`src/rtl/core/tbp_pkg.sv`:
```
package tbp_pkg;

    // Branch address width, fixed by the port
    localparam int PC_BITS = 48;
    // Width of each statistics field on the result port
    localparam int STAT_BITS = 32;

    localparam int DEF_TABLE_ENTRIES = 1024;
    localparam int DEF_COUNT_BITS    = 32;

    // Configuration port
    localparam int CFG_IDX_BITS  = 1;
    localparam int CFG_DATA_BITS = 48;
    localparam logic [CFG_IDX_BITS-1:0] REG_RANGE_LOW  = 1'b0;
    localparam logic [CFG_IDX_BITS-1:0] REG_RANGE_HIGH = 1'b1;

    // Starting values for an entry seen for the first time
    localparam logic [1:0] CTR_INIT = 2'd2;
    localparam logic [1:0] SEL_INIT = 2'd2;
    localparam logic [1:0] SAT2_MAX = 2'd3;
    localparam logic [1:0] SAT2_MIN = 2'd0;

    // Classified branch, front to back
    typedef struct packed {
        logic               in_range;
        logic               taken;
        logic [PC_BITS-1:0] pc;
    } item_t;

    // Per-branch prediction flags of one result beat
    typedef struct packed {
        logic in_range;
        logic pred_last;
        logic pred_counter;
        logic pred_chosen;
        logic chosen_miss;
    } result_t;

endpackage

```
`src/rtl/core/tbp_front.sv`:
```
module tbp_front import tbp_pkg::*; (
    input  logic                     aclk,
    input  logic                     aresetn,
    // input channel
    input  logic                     s_valid,
    output logic                     s_ready,
    input  logic [PC_BITS-1:0]       s_branch_pc,
    input  logic                     s_taken,
    // configuration
    input  logic                     cfg_wr_en,
    input  logic [CFG_IDX_BITS-1:0]  cfg_index,
    input  logic [CFG_DATA_BITS-1:0] cfg_wdata,
    // queue to back end
    input  logic                     clear_busy,
    output logic                     q_valid,
    output item_t                    q_item,
    input  logic                     q_pop
);

    localparam int QDEPTH = 2;

    logic [PC_BITS-1:0] range_low_reg, range_low_next;
    logic [PC_BITS-1:0] range_high_reg, range_high_next;

    item_t       q_data_reg [QDEPTH];
    logic        wr_ptr_reg, wr_ptr_next;
    logic        rd_ptr_reg, rd_ptr_next;
    logic [1:0]  count_reg, count_next;

    logic  push;
    item_t push_item;

    always_comb begin
        range_low_next  = range_low_reg;
        range_high_next = range_high_reg;
        if (cfg_wr_en) begin
            case (cfg_index)
                REG_RANGE_LOW:  range_low_next  = cfg_wdata[PC_BITS-1:0];
                REG_RANGE_HIGH: range_high_next = cfg_wdata[PC_BITS-1:0];
                default: ;
            endcase
        end
    end

    // classify: inverted range gives nothing in range
    assign push_item.in_range = (s_branch_pc >= range_low_reg) &&
                                (s_branch_pc <= range_high_reg);
    assign push_item.taken    = s_taken;
    assign push_item.pc       = s_branch_pc;

    assign s_ready = (count_reg != 2'(QDEPTH)) && !clear_busy;
    assign push    = s_valid && s_ready;
    assign q_valid = (count_reg != 2'd0);
    assign q_item  = q_data_reg[rd_ptr_reg];

    always_comb begin
        wr_ptr_next = push  ? ~wr_ptr_reg : wr_ptr_reg;
        rd_ptr_next = q_pop ? ~rd_ptr_reg : rd_ptr_reg;
        count_next  = count_reg + 2'(push) - 2'(q_pop);
    end

    always_ff @(posedge aclk) begin
        if (!aresetn) begin
            range_low_reg  <= '0;
            range_high_reg <= '1;
            wr_ptr_reg     <= 1'b0;
            rd_ptr_reg     <= 1'b0;
            count_reg      <= 2'd0;
        end else begin
            range_low_reg  <= range_low_next;
            range_high_reg <= range_high_next;
            wr_ptr_reg     <= wr_ptr_next;
            rd_ptr_reg     <= rd_ptr_next;
            count_reg      <= count_next;
        end
    end

    always_ff @(posedge aclk) begin
        if (push) begin
            q_data_reg[wr_ptr_reg] <= push_item;
        end
    end

endmodule

```
`config.mk`:
```
export PLATFORM = sky130hd
export DESIGN_NAME = tbp_front
export DESIGN_NICKNAME = d
export VERILOG_FILES = /design/src/rtl/core/tbp_pkg.sv /design/src/rtl/core/tbp_front.sv
export SDC_FILE = /design/constraint.sdc
export NUM_CORES = 1
export LEC_CHECK = 0
export BUFFER_PORTS_ARGS = -buffer_cell sky130_fd_sc_hd__buf_2
export CAP_MARGIN = 20
export CORE_UTILIZATION = 51
export DETAILED_ROUTE_END_ITERATION = 6
export MAX_ROUTING_LAYER = met4
export PLACE_DENSITY_LB_ADDON = 0.05
export SYNTH_ARGS = -nofsm -noshare
export SYNTH_HDL_FRONTEND = slang
export SYNTH_SLANG_ARGS = --single-unit
```
`constraint.sdc`:
```
create_clock -name aclk -period 3.4 [get_ports aclk]
set_clock_uncertainty 0.15 [all_clocks]
set_input_delay 0 -clock aclk [delete_from_list [all_inputs] [get_ports aclk]]
set_output_delay 0 -clock aclk [all_outputs]
set_load 0.02 [all_outputs]
```
==> impl_results.md, run 1 <==
* Outcome: finished with violations
* Failing checks: DRC
* Layout fillers at 1,408
* Post-Synth Adder-Cell Area at 12.80%
* Gates resized, CTS repair at 0
* Row count at 49
* Ys async rst share at 0%
* Fin crit period at 2.374 ns
* Worst-path fanout max at 25
* Crit path kind: reg -> out
* Via density at 5.108
* Initial DRC Count at 320
* Root buffer cell: clkbuf_16
* Gr usage total at a little under a quarter
* GR Layer Usage met2 at 40.11%
* Ranking of synthesized cells by area: edfxtp_1, dfxtp_1, ha_1, nand2_1, mux2_2
* Drt pass-1 iters at 7
* Max reg flops at 100
* Drc violations at 13
* Post-DP HPWL at 14,200 um
* CP Capture Type: output pin
* Die Y-Extent at 139.0 um
* Placed Area at 0.01058 mm2
* Final Hold Viols at 0
* XOR/XNOR share of the synthesized area at 0.2743%
* RePlAce Congestion at 0.7737
* Hold crit path type: in -> reg
* Pwr/cell area at 495.1 mW/mm2
* Area share of the largest cell type after synthesis at 31.35%
* Synth Area in Simple Gates at around a tenth
* R2R depth at 8
* Mapped Nets at 1,096
* Die X at between 100 and 150 um
* #FFs+latches synth at 201
* Fmax at about 0.42 GHz
* Initial Util at about 53%
* TritonCTS clock tree: yes
* Sequential fraction of the synthesis area at about 52%
* Synth Area in Compound Gates at 12.55%
* Bufs on Longest Clock Path at 3
* Routed wire per std cell at 15.57 um
* Setup TNS at 0 ns
* Ys Warns at 0
* Unique cell type count in the Yosys netlist at 45
* Post-synth EDFFs at 100
* Setup WS pre-CTS at 1.042 ns
* First-pass GRT wire length at 35,670 um
* Worst-Margin Slew at between 1 and 1.5 ns
* Worst Setup Start Kind: flip-flop
* Unrepaired setup endpoints after global routing: false
* Met1 Usage GRT at between 30% and 40%
* Static leakage at 5.318 nW
* Largest net degree at the start of global routing at between 90 and 100
* Setup Viol. Count Final at 0
* Skew-Pair Late Insertion Delay at approximately 0.50 ns
* Hold Path Origin: s_taken
* Mapped Avg Cell Area at between 10 and 15 um2
* Area growth from synthesis to layout at 30.44%
* Die area at 0.01933 mm2
* Initial antenna violation count at 0
* IO Port Bufs at 155
* Main combinational cell family by area after synthesis: adder cells
* Hold Crit Depth at 2
* Worst Path Arrival at 2.22 ns
* I/O pins at around 160
* Pins Over Slew Limit at 0
* Worst setup margin at approximately 1 ns
* Mux contribution to synthesized area at 5.983%
* CTS Buf Count at 22
* Global route overflow at 0
* N_diodes at 0
* Met3 Track Usage GR at 2.831%
* Vias in the first global route at just over 7,000
* Cells after Synth at 894
* Largest area contributor in the netlist: edfxtp_1
* Core area at about 0.018 mm2
* Slew margin rel. at between 20% and 30%
* RR Endpoint: q_data_reg[1][49]$_DFFE_PP_
* Top FF cell, synth: dfxtp_1
* Hold path endpoint: q_data_reg[1][48]$_DFFE_PP_
* CTS clk-pin slew, worst paths at 0.06 ns
* GRT busiest layer: met2
* WL final at 21,760 um
* Peak supply drop at 0.3905 mV
* CP required at 3.25 ns
* Vias at between 7,000 and 8,000
* Nets at 1,356
* Post-CTS setup buffers at 0
* Final instance area at about 0.012 mm2
* H-tree depth at 1
* Clock sinks at ~200
* Synth Cell Area at 0.009578 mm2
* Multi-input logic area at 0.004043 mm2
* CTS Hold Buffers Added at 111
* Max-cap violations at 0
* Register area at 0.005026 mm2
* Layout cells sized above 1 at 21.90%
* ANT nets after route at 0
* Flop2flop setup slack at 1.06 ns
* R2R Path Start: range_high_reg[23]$_SDFFE_PN1P_
* Final worst-path cycle share at 69.83%
==> placed cells by master (no fill, tap or decap), types with 2 or more instances in the layout <==
cell / n
a21boi_1: 48
a21o_1: 11
a21oi_1: 40
a221oi_1: 3
and2_1: 5
buf_12: 3
buf_2: 155
buf_4: 5
bufinv_16: 4
clkbuf_1: 3
clkbuf_16: 23
clkinv_1: 2
clkinv_2: 3
clkinvlp_4: 2
dfxtp_1: 100
dlygate4sd3_1: 110
edfxtp_1: 100
ha_1: 98
inv_1: 99
mux2_1: 8
mux2_2: 42
nand2_1: 170
nand2b_2: 2
nand3_1: 12
nand4_1: 13
nor2_1: 9
nor3_1: 3
nor3_2: 3
o211ai_1: 49
o21ai_0: 9
o21ai_1: 5
xnor2_1: 2
==> through the flow <==
step	util [%]	total power [mW]	hold slack [ns]	instances
floorplan	-	3.328	-0.06101	894
global placement	58.10	3.611	0.03968	1247
detailed placement	58.10	3.620	0.04507	1247
CTS	68.46	6.227	0.05945	1397
global route	68.61	6.447	0.07835	1398
finish	68.61	6.186	0.08487	1398
==> where the power goes <==
part | switching [mW] | total (mW) | internal [mW]
clock | 0.966 | 2.51 | 1.54
combinational | 0.509 | 0.935 | 0.426
sequential | 0.0534 | 2.74 | 2.69
==> area by class of cell <==
cell class / instances / share of cell area [%]
sequential: 201 / 40.23
multi-input combinational: 556 / 32.36
timing repair buffer: 274 / 16.02
clock buffer: 26 / 4.697
inverter: 99 / 2.974
tap: 229 / 2.293
clock inverter: 13 / 1.422
==> routing by layer <==
| metal | part of all wire (%) | wire [um] | vias to the layer above |
|---|---|---|---|
| met2 | 47 | 10320 | 148 |
| met3 | 3.8 | 820 | 25 |
| met5 | 0 | 0 | - |
| met1 | 47 | 10240 | 3319 |
| met4 | 1.7 | 378 | 0 |
| li1 | - | - | 3649 |
==> kinds of logic after synthesis <==
group,after synthesis
multiplexers,51
adder cells (fa/ha/maj),98
AO/OA/AOI/OAI,175
XOR/XNOR,3
AND/OR/NAND/NOR,229
flip-flops,201
buffers and inverters,137
==> worst max path at each step <==
stage / cells after the start / endpoint / startpoint / slack (ns)
5_1_grt: 8 / q_data_reg[1][49]$_DFFE_PP_ / range_high_reg[23]$_SDFFE_PN1P_ / 0.86
3_5_place_dp: 8 / q_data_reg[0][49]$_DFFE_PP_ / range_high_reg[23]$_SDFFE_PN1P_ / 1.04
3_3_place_gp: 8 / q_data_reg[0][49]$_DFFE_PP_ / range_high_reg[23]$_SDFFE_PN1P_ / 1.06
6_report: 3 / q_item[26] / flip-flop / 1.03
4_1_cts: 3 / q_item[24] / flip-flop / 0.99
2_1_floorplan: 4 / q_data_reg[0][0]$_DFFE_PP_ / count_reg[0]$_SDFF_PN0_ / 0.52
==> worst max-delay path: stages (launching register included) <==
cell,delay [ns]
dfxtp_2,0.80
buf_4,0.38
mux2_2,0.37
buf_2,0.16
==> cells in the mapped netlist (3+ instances only) <==
cell type	count
a21boi_1	48
o21ai_1	5
nor3_1	3
dfxtp_1	101
nand3_1	12
o21ai_0	9
nor3_2	3
nand4_1	13
buf_2	14
a221oi_1	3
nor2_1	10
o211ai_1	49
inv_1	99
nand2_1	170
mux2_1	8
a21o_1	11
ha_1	98
mux2_2	42
edfxtp_1	100
and2_1	6
clkbuf_1	22
a21oi_1	40
(Power assumes the default switching activity.)
==> inputs of run 2 (changes only) <==
clock period = 1.95 ns   (was 3.4 ns; I/O delays follow)
==> impl_results.md, run 2 (synthesized netlist as in run 1, its figures left out) <==
* Outcome: finished with violations (unchanged)
* Failing checks: DRC, setup timing (was DRC)
* Layout Utilization at 71.18% (was 68.61%)
* RePlAce Congestion at 0.8141 (was 0.7737)
* CTS clk-pin slew, worst paths at 0.06 ns (about the same)
* GRT busiest layer: met2 (unchanged)
* Final worst-path cycle share at 106.5%
* Most common cell after layout, fill and taps aside: nand2_1 (unchanged)
* Static leakage at 5.493 nW (was 5.318 nW)
* Worst-path fanout max at 2 (was 25)
* Nets at 1,385 (was 1,356)
* Skew-Pair Late Insertion Delay at 0.50 ns (about the same)
* GR Layer Usage met2 at 42.45% (was 40.11%)
* Initial DRC Count at 260 (was 320)
* Worst setup margin at -0.1274 ns (was 1.026 ns)
* TritonCTS clock tree: yes (unchanged)
* Clock sinks at 201 (unchanged)
* Die X at 139.0 um (unchanged)
* Slew margin rel. at 46.27% (was 28.85%)
* I/O pins at 156 (unchanged)
* Pins Over Slew Limit at 0 (unchanged)
* RR Endpoint: q_data_reg[1][49]$_DFFE_PP_ (unchanged)
* First-pass GRT wire length at 36,750 um (was 35,670 um)
* Overall power at 10.55 mW (was 6.186 mW)
* Most frequent cells in the layout: nand2_1, buf_2, dlygate4sd3_1 (unchanged)
* Vias at 7,312 (was 7,141)
* Hold Path Origin: clear_busy (was s_taken)
* Die Y-Extent at 139.0 um (unchanged)
* Core area at 0.01821 mm2 (unchanged)
* Pwr/cell area at 814.3 mW/mm2 (was 495.1 mW/mm2)
* Placed Area at 0.01083 mm2 (was 0.01058 mm2)
* Setup TNS at -0.2547 ns (was 0 ns)
* Hold path endpoint: q_data_reg[0][4]$_DFFE_PP_ (was q_data_reg[1][48]$_DFFE_PP_)
* Hold crit path type: in -> reg (unchanged)
* Setup WS pre-CTS at -0.2592 ns (was 1.042 ns)
* Gr usage total at 24.26% (was 23.75%)
* Peak supply drop at 0.8012 mV (was 0.3905 mV)
* Hold Crit Depth at 5 (was 2)
* WL final at 22,390 um (was 21,760 um)
* Worst Path Arrival at 2.27 ns (was 2.22 ns)
* Post-DP HPWL at 14,380 um (was 14,200 um)
* Worst-Margin Slew at 0.8059 ns (was 1.067 ns)
* Bufs on Longest Clock Path at 3 (unchanged)
* R2R Path Start: range_low_reg[39]$_SDFFE_PN0P_ (was range_high_reg[23]$_SDFFE_PN1P_)
* IO Port Bufs at 155 (unchanged)
* Die area at 0.01933 mm2 (unchanged)
* Largest net degree at the start of global routing at 102 (was 97)
* Root buffer cell: clkbuf_16 (unchanged)
* R2R depth at 9 (was 8)
* N_diodes at 0 (unchanged)
* Max-cap violations at 0 (unchanged)
* Fin crit period at just over 2 ns
* Unrepaired setup endpoints after global routing: true (was false)
* Final instance area at 0.01296 mm2 (was 0.01249 mm2)
* Met3 Track Usage GR at 3.315% (was 2.831%)
* Flop2flop setup slack at -0.13 ns (was 1.06 ns)
* Drc violations at 9 (was 13)
* Via density at 5.124 (was 5.108)
* Worst Setup Start Kind: flip-flop (unchanged)
* Initial Util at 52.60% (unchanged)
* Area growth from synthesis to layout at 35.32% (was 30.44%)
* Crit path kind: reg -> reg (was reg -> out)
* CTS Buf Count at 22 (unchanged)
* Max reg flops at 100 (unchanged)
* H-tree depth at 1 (unchanged)
* Vias in the first global route at 7,429 (was 7,219)
* Met1 Usage GRT at 30.15% (was 30.54%)
* Row count at 49 (unchanged)
* ANT nets after route at 0 (unchanged)
* CP required at 2.14 ns (was 3.25 ns)
* Final Hold Viols at 0 (unchanged)
* Fmax at 0.4814 GHz
* Setup Viol. Count Final at 2 (was 0)
* Routed wire per std cell at 15.69 um (was 15.57 um)
* Global route overflow at 0 (unchanged)
* Layout cells sized above 1 at 27.38% (was 21.90%)
* Initial antenna violation count at 0 (unchanged)
* CP Capture Type: flip-flop (was output pin)
* Drt pass-1 iters at 6 (was 7)
[run 2: what timing repair did]
item                       in CTS  in global routing
hold buffers                  110                  0
hold endpoints to repair      199                  0
setup buffers                   3                  2
pin swaps                      23                  6
gates resized for setup        34                 16
setup endpoints to repair       2                 37
[run 2: stage by stage]
stage | cells | hold slack (ns)
finish | 1427 | 0.03059
global route | 1427 | 0.04757
CTS | 1425 | 0.02905
detailed placement | 1273 | 0.05558
global placement | 1273 | 0.03795
floorplan | 894 | -0.1181
[run 2: layout make-up]
cell class              count  area [um2]
fillers                  1390        5248
flip-flops and latches    201        5041
multi-input cells         556        4318
repair buffers            303        2257
clock buffers              33       633.1
inverters                  99       371.6
well taps                 229       286.5
clock inverters             6       53.80
[run 2: how the worst max path moves through the flow]
| stage | startpoint | to | slack (ns) |
|---|---|---|---|
| 2_1_floorplan | count_reg[0]$_SDFF_PN0_ | q_data_reg[0][0]$_DFFE_PP_ | -0.08 |
| 3_3_place_gp | range_low_reg[39]$_SDFFE_PN0P_ | q_data_reg[0][49]$_DFFE_PP_ | -0.26 |
| 3_5_place_dp | range_low_reg[38]$_SDFFE_PN0P_ | q_data_reg[1][49]$_DFFE_PP_ | -0.26 |
| 4_1_cts | range_low_reg[29]$_SDFFE_PN0P_ | q_data_reg[1][49]$_DFFE_PP_ | -0.14 |
| 5_1_grt | range_low_reg[39]$_SDFFE_PN0P_ | q_data_reg[1][49]$_DFFE_PP_ | -0.25 |
| 6_report | range_low_reg[39]$_SDFFE_PN0P_ | q_data_reg[1][49]$_DFFE_PP_ | -0.13 |
[run 2: metal layers]
layer  share of wire (%)  vias up
met5                   0        -
met1                  46     3458
met3                 3.3       26
li1                    -     3700
met2                  49      128
met4                 1.5        0
[run 2: worst max-delay path, stage by stage (launching register included)]
cell and delay [ns]:
dfxtp_2 0.33, inv_2 0.05, ha_4 0.25, nand4_1 0.18
nor4_4 0.36, buf_4 0.16, a221oi_2 0.04, o21ai_1 0.11
a21oi_1 0.10, a22oi_2 0.18
[run 2: report_power, final]
part / internal (mW) / switching, mW / total (mW)
Combinational: 0.834 / 0.964 / 1.80
Clock: 2.37 / 1.62 / 3.99
Sequential: 4.69 / 0.0770 / 4.77
Total: 7.89 / 2.66 / 10.6
